--- src/hw/rtl/crc32wpb_pkg.sv ---
// Shared types, register indexes and the byte-absorb function of the
// word-per-byte CRC-32 block. No dependencies.
package crc32wpb_pkg;

	localparam int unsigned CrcWidth  = 32;
	localparam int unsigned ByteWidth = 8;

	localparam logic [CrcWidth-1:0] PolyReset = 32'h0000_0091;
	localparam logic [CrcWidth-1:0] InitReset = 32'hFFFF_FFFF;
	localparam logic [CrcWidth-1:0] CrcMsb    = 32'h8000_0000;

	// Configuration register indexes
	typedef enum logic [0:0] {
		REG_POLY = 1'b0,
		REG_INIT = 1'b1
	} reg_idx_t;

	// Configuration as seen by the datapath
	typedef struct packed {
		logic [CrcWidth-1:0] poly;
		logic [CrcWidth-1:0] init;
	} cfg_t;

	// Absorb one byte, zero-extended to a 32-bit word, MSB first through
	// 32 shift steps. The data bit and the shifted-out bit combine into one
	// feedback bit, since XORing the polynomial twice cancels.
	function automatic logic [CrcWidth-1:0] crc_absorb_byte(
		input logic [CrcWidth-1:0]  crc_in,
		input logic [ByteWidth-1:0] data,
		input logic [CrcWidth-1:0]  poly
	);
		logic [CrcWidth-1:0] crc;
		logic [CrcWidth-1:0] word;
		logic                fb;
		crc  = crc_in;
		word = {{(CrcWidth-ByteWidth){1'b0}}, data};
		for (int i = 0; i < CrcWidth; i++) begin
			fb   = ((crc & CrcMsb) != '0) ^ word[CrcWidth-1-i];
			crc  = {crc[CrcWidth-2:0], 1'b0};
			crc  = fb ? (crc ^ poly) : crc;
		end
		return crc;
	endfunction

endpackage

--- src/hw/rtl/crc32wpb_cfg.sv ---
// Configuration registers (polynomial, initial value) of the CRC block.
// Depends on crc32wpb_pkg.
module crc32wpb_cfg
	import crc32wpb_pkg::*;
(
	input  logic                clk,
	input  logic                arst_n,
	input  logic                cfg_we,
	input  logic [0:0]          cfg_index,
	input  logic [CrcWidth-1:0] cfg_wdata,
	output cfg_t                cfg
);

	cfg_t cfg_q;

	// Write the addressed register
	always_ff @(posedge clk or negedge arst_n) begin
		if (!arst_n) begin
			cfg_q.poly <= PolyReset;
			cfg_q.init <= InitReset;
		end else if (cfg_we) begin
			unique case (reg_idx_t'(cfg_index))
				REG_POLY: cfg_q.poly <= cfg_wdata;
				REG_INIT: cfg_q.init <= cfg_wdata;
				default: ;
			endcase
		end
	end

	assign cfg = cfg_q;

endmodule

--- src/hw/rtl/crc32wpb_core.sv ---
// Running CRC state and the combinational byte absorb between the input
// stage and the result register. Depends on crc32wpb_pkg.
module crc32wpb_core
	import crc32wpb_pkg::*;
(
	input  logic                 clk,
	input  logic                 arst_n,
	input  cfg_t                 cfg,
	input  logic                 advance,
	input  logic [ByteWidth-1:0] data_s1,
	input  logic                 last_s1,
	output logic [CrcWidth-1:0]  crc_next
);

	logic [CrcWidth-1:0] crc_q;
	logic                at_start_q;
	logic [CrcWidth-1:0] crc_start;

	// Start each message from the initial value
	assign crc_start = at_start_q ? cfg.init : crc_q;
	assign crc_next  = crc_absorb_byte(crc_start, data_s1, cfg.poly);

	// Update running CRC when the byte moves to the result register
	always_ff @(posedge clk or negedge arst_n) begin
		if (!arst_n) begin
			crc_q      <= InitReset;
			at_start_q <= 1'b1;
		end else if (advance) begin
			crc_q      <= crc_next;
			at_start_q <= last_s1;
		end
	end

endmodule

--- src/hw/rtl/crc32_word_per_byte.sv ---
// Top level of the word-per-byte CRC-32: input stage, result register and
// handshake. Depends on crc32wpb_pkg, crc32wpb_cfg and crc32wpb_core.
//
// Usage:
//   Message bytes arrive on the s_ stream, one per transfer; s_tlast marks
//   the final byte of a message. Every byte yields one result on the m_
//   stream: the running CRC after that byte, with m_tlast set when it is the
//   finished CRC of the message (no final XOR). The next byte after a last
//   byte starts over from the initial value register.
//   A transferred byte passes the input stage, then the result register.
//   Throughput is one byte per cycle while the receiver takes results; the
//   32 shift steps of one byte settle in combinational logic between the
//   input stage and result register, closing the loop through the CRC state.
//   When the receiver stalls, the result register holds and the input stage
//   still takes one more byte; s_tready drops once both are full.
//   Reset clears both stages, sets the polynomial to 0x91 and the initial
//   value to 0xFFFFFFFF, and marks the next byte as a message start.
//   Configuration writes (index 0 polynomial, index 1 initial value) take
//   effect at once; the user makes them while no byte is in flight (unenforced).
module crc32_word_per_byte
	import crc32wpb_pkg::*;
(
	input  logic                clk,
	input  logic                arst_n,
	// configuration write port
	input  logic                cfg_we,
	input  logic [0:0]          cfg_index,
	input  logic [CrcWidth-1:0] cfg_wdata,
	// input stream
	input  logic                s_tvalid,
	output logic                s_tready,
	input  logic [7:0]          s_tdata,   // [7:0] data_byte
	input  logic                s_tlast,   // last_byte
	// result stream
	output logic                m_tvalid,
	input  logic                m_tready,
	output logic [31:0]         m_tdata,   // [31:0] running_crc
	output logic                m_tlast    // final_value
);

	cfg_t                 cfg;
	logic                 valid_s1;
	logic [ByteWidth-1:0] data_s1;
	logic                 last_s1;
	logic                 valid_s2;
	logic [CrcWidth-1:0]  crc_s2;
	logic                 last_s2;
	logic                 out_free;
	logic                 advance;
	logic                 in_xfer;
	logic [CrcWidth-1:0]  crc_next;

	assign out_free = !valid_s2 || m_tready;
	assign advance  = valid_s1 && out_free;
	assign s_tready = !valid_s1 || out_free;
	assign in_xfer  = s_tvalid && s_tready;

	crc32wpb_cfg u_cfg (
		.clk       (clk),
		.arst_n    (arst_n),
		.cfg_we    (cfg_we),
		.cfg_index (cfg_index),
		.cfg_wdata (cfg_wdata),
		.cfg       (cfg)
	);

	crc32wpb_core u_core (
		.clk      (clk),
		.arst_n   (arst_n),
		.cfg      (cfg),
		.advance  (advance),
		.data_s1  (data_s1),
		.last_s1  (last_s1),
		.crc_next (crc_next)
	);

	// Input stage valid: fill on transfer, drain on advance
	always_ff @(posedge clk or negedge arst_n) begin
		if (!arst_n) begin
			valid_s1 <= 1'b0;
		end else if (s_tready) begin
			valid_s1 <= s_tvalid;
		end
	end

	// Input stage payload
	always_ff @(posedge clk) begin
		if (in_xfer) begin
			data_s1 <= s_tdata;
			last_s1 <= s_tlast;
		end
	end

	// Result register valid: hold while stalled
	always_ff @(posedge clk or negedge arst_n) begin
		if (!arst_n) begin
			valid_s2 <= 1'b0;
		end else if (out_free) begin
			valid_s2 <= valid_s1;
		end
	end

	// Result register payload
	always_ff @(posedge clk) begin
		if (advance) begin
			crc_s2  <= crc_next;
			last_s2 <= last_s1;
		end
	end

	assign m_tvalid = valid_s2;
	assign m_tdata  = crc_s2;
	assign m_tlast  = last_s2;

endmodule

--- config.mk ---
export PLATFORM = sky130hd
export DESIGN_NAME = crc32_word_per_byte
export DESIGN_NICKNAME = d
export VERILOG_FILES = /design/src/hw/rtl/crc32wpb_pkg.sv /design/src/hw/rtl/crc32wpb_cfg.sv /design/src/hw/rtl/crc32wpb_core.sv /design/src/hw/rtl/crc32_word_per_byte.sv
export SDC_FILE = /design/constraint.sdc
export NUM_CORES = 1
export LEC_CHECK = 0
export BUFFER_PORTS_ARGS = -buffer_cell sky130_fd_sc_hd__buf_2
export CORE_MARGIN = 4
export CORE_UTILIZATION = 60
export CTS_BUF_LIST = sky130_fd_sc_hd__clkbuf_4 sky130_fd_sc_hd__clkbuf_8
export DETAILED_ROUTE_END_ITERATION = 6
export GPL_ROUTABILITY_DRIVEN = 0
export GPL_TIMING_DRIVEN = 0
export PLACE_DENSITY = 0.77
export REMOVE_ABC_BUFFERS = 1
export SLEW_MARGIN = 20
export SYNTH_ARGS = -nofsm -noshare
export SYNTH_HDL_FRONTEND = slang
export SYNTH_SLANG_ARGS = --single-unit
--- constraint.sdc ---
create_clock -name clk -period 26 [get_ports clk]
set_clock_uncertainty 0.1 [all_clocks]
set_input_delay 3.9 -clock clk [delete_from_list [all_inputs] [get_ports clk]]
set_output_delay 3.9 -clock clk [all_outputs]
set_load 0.1 [all_outputs]
==> results_dict.tcl, run 1 <==
set metrics [dict create \
    critical-path-max-stage-delay_ns 1.04 \
    clock_path_buffers 2 \
    n_fill_cell 3542 \
    drt-total-wl_mm 79.2 \
    ys_seq_area_frac 0.153 \
    hpwl_mm 55.8 \
    met1_usage 0.446 \
    worst_pin_slew_ns 1.18 \
    holdWs_ns 0.373 \
    ctsHoldBuffers 0 \
    violations "DRC" \
    clock-sinks 141 \
    end_kind "register" \
    grt_pass1_vias 24000 \
    drtIter0Drc 3472 \
    synth_cell_types 111 \
    seq_area_mm2 0.00386 \
    period_share 0.743 \
    status "finished with violations" \
    firstDrtPassIters 7 \
    critical-path-slowest-cell "dfstp_2" \
    maxClockFrequency_mhz 51.8 \
    cp-startpoint "u_core.crc_q[31]" \
    setup_tns_ns 0 \
    numCtsBuffers 17 \
    ys.flop_type "dfstp_2" \
    max_slew_margin 0.216 \
    async_reset_ff_frac 0.702 \
    die_w_um 212 \
    core_mm2 0.0410 \
    clk_pin_slew_worst_paths_ns 0.09 \
    multi_input_area_mm2 0.0200 \
    grt_first_pass_wirelength_mm 127 \
    synth.avg_cell_area_um2 7.17 \
    synth-seq-cells 141 \
    final_antenna_net_count 0 \
    met2_usage 0.538 \
    cts_root_buffer "clkbuf_8" \
    grt.overflow.total 0 \
    cp_max_fo 40 \
    drive_gt1_frac 0.124 \
    antenna_cells 0 \
    cts_tree "built" \
    insertion_delay_ns 0.47 \
    num_rows 74 \
    ys_warn_count 0 \
    drv_slew 0 \
    hold_path.class "reg2reg" \
    post_synth_inst_count 3488 \
    wl_per_cell_um 20.6 \
    critPathKind "reg2reg" \
    drc 2 \
    hold_depth 2 \
    via_per_inst 6.57 \
    initial_core_util 0.610 \
    grt_usage 0.342 \
    die_area_mm2 0.0450 \
    fin_crit_ns 19.32 \
    num_vias 25200 \
    ff2ff_path_depth 41 \
    cp.required_ns 26.13 \
    cts.repair.resized 0 \
    ios 82 \
    syn-cell-area_mm2 0.0250 \
    maxCapViolations 0 \
    crit_arrival_ns 19.45 \
    grtUsageMet3 0.0620 \
    synthToLayoutAreaGrowth_pct 4.76 \
    holdCritStartpoint "u_core.crc_q[7]" \
    finalSetupViolCount 0 \
    antenna_found_initial 0 \
    port_buffers 81 \
    crit_top_cell "nand2_1" \
    worstReg2RegStart "u_core.crc_q[31]" \
    hold_violations 0 \
    cts_setup_buffers 0 \
    die_h_um 212 \
    layout.nets 3343 \
    synth_edf_count 42 \
    start_kind "register" \
    rsz0062_at_grt "false" \
    grt_start_max_net_pins 99 \
    cts_max_level 4 \
    grt_busiest_layer "met2" \
]
==> final timing paths <==
check / slack [ns] / to
setup / recovery: 6.68 / m_tdata[9]
hold / removal: 0.37 / u_core.crc_q[7]
setup reg to reg: 6.68 / m_tdata[9]
hold reg to reg: 0.37 / u_core.crc_q[7]
max in group asynchronous: 21.88 / u_cfg.cfg[36]
min in group asynchronous: 3.24 / valid_s1
==> sequential cells by signal, indices dropped and copies added, names as in the netlist <==
register / flops
u_cfg.cfg: 64
m_tdata: 32
u_core.crc_q: 32
data_s1: 8
last_s1: 1
m_tlast: 1
m_tvalid: 1
u_core.at_start_q: 1
valid_s1: 1
==> synthesized netlist by cell type (15+ instances only) <==
| cell type | count | area (um^2) |
|---|---|---|
| a21oi_1 | 117 | 586 |
| xor2_1 | 50 | 438 |
| a21boi_1 | 16 | 120 |
| nand2_1 | 935 | 3510 |
| nor3_1 | 36 | 180 |
| o21ai_0 | 165 | 826 |
| and3_1 | 37 | 231 |
| mux2_2 | 62 | 698 |
| nand3_1 | 69 | 345 |
| mux2i_1 | 23 | 230 |
| o22ai_1 | 29 | 181 |
| o21ai_1 | 55 | 275 |
| inv_1 | 36 | 135 |
| a21o_1 | 15 | 113 |
| a211oi_1 | 30 | 225 |
| xnor2_1 | 730 | 6390 |
| dfrtp_1 | 31 | 776 |
| a32oi_1 | 73 | 639 |
| nand2b_1 | 23 | 144 |
| nor2_1 | 135 | 507 |
| clkbuf_1 | 232 | 871 |
| buf_1 | 64 | 240 |
| xnor3_1 | 49 | 1100 |
| nor4_1 | 15 | 93.8 |
| o211ai_1 | 23 | 173 |
| edfxtp_1 | 42 | 1260 |
| buf_2 | 27 | 135 |
| dfstp_2 | 68 | 1790 |
==> cells in the final DEF (no fill, tap or decap), types with 17 or more instances in the layout <==
master,n
a211oi_1,30
a21oi_1,117
a32oi_1,73
and3_1,37
buf_2,80
clkbuf_8,17
dfrtp_2,27
dfstp_2,67
edfxtp_1,42
inv_1,35
mux2_2,62
mux2i_1,23
nand2_1,930
nand2b_1,23
nand3_1,68
nor2_1,129
nor3_1,35
o211ai_1,23
o21ai_0,164
o21ai_1,55
o22ai_1,29
xnor2_1,719
xnor3_1,49
xor2_1,45
==> area by class of cell <==
class	instances	share of cell area
Multi-Input combinational cell	2978	0.763
Clock buffer	18	0.00922
Timing Repair Buffer	119	0.0428
Tap cell	532	0.0254
Inverter	39	0.00583
Sequential cell	141	0.148
Clock inverter	14	0.00659
==> metrics by stage <==
step                      instance area [um^2]   util  setup slack, ns  std cells
after floorplan                          23700      -             4.20       3158
after global placement                   24800  0.604            -6.81       3771
after detailed placement                 25700  0.627             5.86       3808
after CTS                                26100  0.637             5.82       3840
after global routing                     26200  0.639             5.78       3841
final                                    26200  0.639             6.68       3841
==> cell families after synthesis <==
kind of cell              count (synthesis)  synth area share
and+or+nand+nor                        1345             0.230
xor gates and xnor gates                840             0.325
AOI/OAI and AO/OA                       705             0.195
buffers and inverters                   369            0.0577
DFF                                     141             0.153
muxes                                    88            0.0386
==> critical path: cells and delay by family, from the launching register on <==
kind,cells,cell delay [ns]
compound gates,17,6.56
xor+xnor,7,4.37
buf+inv,1,0.06
flops,1,1.04
simple gates,16,6.91
==> per-layer routing <==
layer | vias to the layer above | wire length [um]
met1 | 11900 | 30900
met3 | 331 | 7940
met2 | 1551 | 35600
met5 | - | 0
li1 | 11400 | -
met4 | 0 | 4800
Power of run 1 is left out: the tool's default activity adds up to more than one toggle a clock period on the data nets, which glitch-free logic cannot reach.
==> inputs of run 2 (changes only) <==
clock period = 18.6 ns   (was 26 ns; I/O delays follow)
==> run 2 against run 1 <==
  * The flow still finishes with violations (DRC)
  * Via count fell by 0.27%
  * Die area is the same
  * Final cell count is the same
  * Hold slack improved by 0.0022 ns
  * Worst setup slack got worse by 5.8 ns
  * Final area up 0.27%
  * Critical path depth stayed put
  * Largest cell class unchanged
==> results_dict.tcl, run 2 (synthesis results as in run 1) <==
set metrics [dict create \
    crit_arrival_ns 17.86 \
    hpwl_mm 55.8 \
    pre_cts_ws_ns -1.54 \
    end_kind "register" \
    period_share 0.954 \
    cp.required_ns 18.72 \
    hold_violations 0 \
    drt-total-wl_mm 79.1 \
    rsz0062_at_grt "false" \
    core_mm2 0.0410 \
    clk_pin_slew_worst_paths_ns 0.09 \
    finalSetupViolCount 0 \
    worst_pin_slew_ns 1.16 \
    insertion_delay_ns 0.47 \
    cts_root_buffer "clkbuf_8" \
    cp_top_family "simple AND/OR/NAND/NOR gates" \
    max_slew_margin 0.224 \
    num_rows 74 \
    via_per_inst 6.55 \
    start_kind "register" \
    grt_start_max_net_pins 99 \
    wl_per_cell_um 20.6 \
    antenna_cells 0 \
    hold_path.class "reg2reg" \
    final_cell_mix "929 x nand2_1, 718 x xnor2_1, 164 x o21ai_0" \
    cp_max_fo 40 \
    die_w_um 212 \
    initial_core_util 0.610 \
    critPathKind "reg2reg" \
    firstDrtPassIters 7 \
    ctsHoldBuffers 0 \
    drive_gt1_frac 0.127 \
    status "finished with violations" \
    die_area_mm2 0.0450 \
    drc 1 \
    synthToLayoutAreaGrowth_pct 5.04 \
    layout_commonest_cell "nand2_1" \
    cts_max_level 4 \
    grt_pass1_vias 24000 \
    final_antenna_net_count 0 \
    ios 82 \
    die_h_um 212 \
    clock_path_buffers 2 \
    grt.overflow.total 0 \
    holdWs_ns 0.375 \
    drv_slew 0 \
    cts_setup_buffers 0 \
    clock-sinks 141 \
    violations "DRC" \
    antenna_found_initial 0 \
    fin_crit_ns 17.74 \
    maxClockFrequency_mhz 56.4 \
    n_fill_cell 3534 \
    setup_ws_ns 0.861 \
    port_buffers 81 \
    cp.buffers_inverters 1 \
    num_vias 25200 \
    grt_first_pass_wirelength_mm 127 \
    largest_reg_flops 64 \
    maxCapViolations 0 \
    grt_usage 0.343 \
    cts_tree "built" \
    layout.nets 3343 \
    numCtsBuffers 17 \
    critical-path-slowest-cell "dfstp_2" \
    critical-path-max-stage-delay_ns 1.05 \
    drtIter0Drc 3560 \
]
run 2: cell counts in the layout (fill, tap and decap cells not counted):
No cell type changed its count.
run 2: final cells by class:
| class | count | area, um^2 | area share |
|---|---|---|---|
| Multi-Input combinational cell | 2978 | 20000 | 0.763 |
| Sequential cell | 141 | 3860 | 0.147 |
| Timing Repair Buffer | 119 | 1120 | 0.0427 |
| Tap cell | 532 | 666 | 0.0253 |
| Clock buffer | 18 | 241 | 0.00919 |
| Clock inverter | 14 | 173 | 0.00657 |
| Inverter | 39 | 153 | 0.00581 |
run 2: tightest hold or removal path: stages (launching register included):
cell     delay, ns
dfstp_2       0.38
nand2_1       0.04
o21ai_1       0.05
run 2: path summary, 6_finish.rpt:
check | start | end | slack (ns) | depth (start not counted)
setup / recovery | u_core.crc_q[31] | m_tdata[8] | 0.86 | 41
hold / removal | u_core.crc_q[7] | u_core.crc_q[7] | 0.38 | 2
setup reg to reg | u_core.crc_q[31] | m_tdata[8] | 0.86 | 41
hold reg to reg | u_core.crc_q[7] | u_core.crc_q[7] | 0.38 | 2
max in group asynchronous | arst_n | u_cfg.cfg[12] | 15.59 | 2
min in group asynchronous | arst_n | m_tvalid | 2.13 | 1
run 2: stage by stage:
stage | std cells | TNS [ns] | util | instance area (um^2)
final | 3841 | 0 | 0.640 | 26300
after global routing | 3841 | 0 | 0.640 | 26300
after CTS | 3840 | 0 | 0.638 | 26200
after detailed placement | 3808 | -82.76 | 0.627 | 25700
after global placement | 3771 | -882.98 | 0.604 | 24800
after floorplan | 3158 | -189.49 | - | 23700
run 2: timing repair:
action,CTS,global route
resized for setup,5,15
hold endpoints to repair,0,0
pin swaps,0,1
endpoints found under the setup margin,64,64
run 2: layer usage:
metal	part of all wire	track usage	routed length, um
met5	0	0	0
met1	0.39	0.446	30700
met2	0.45	0.539	35500
met3	0.10	0.0618	8130
met4	0.061	0.190	4800
Power of run 2 is left out for the same reason.
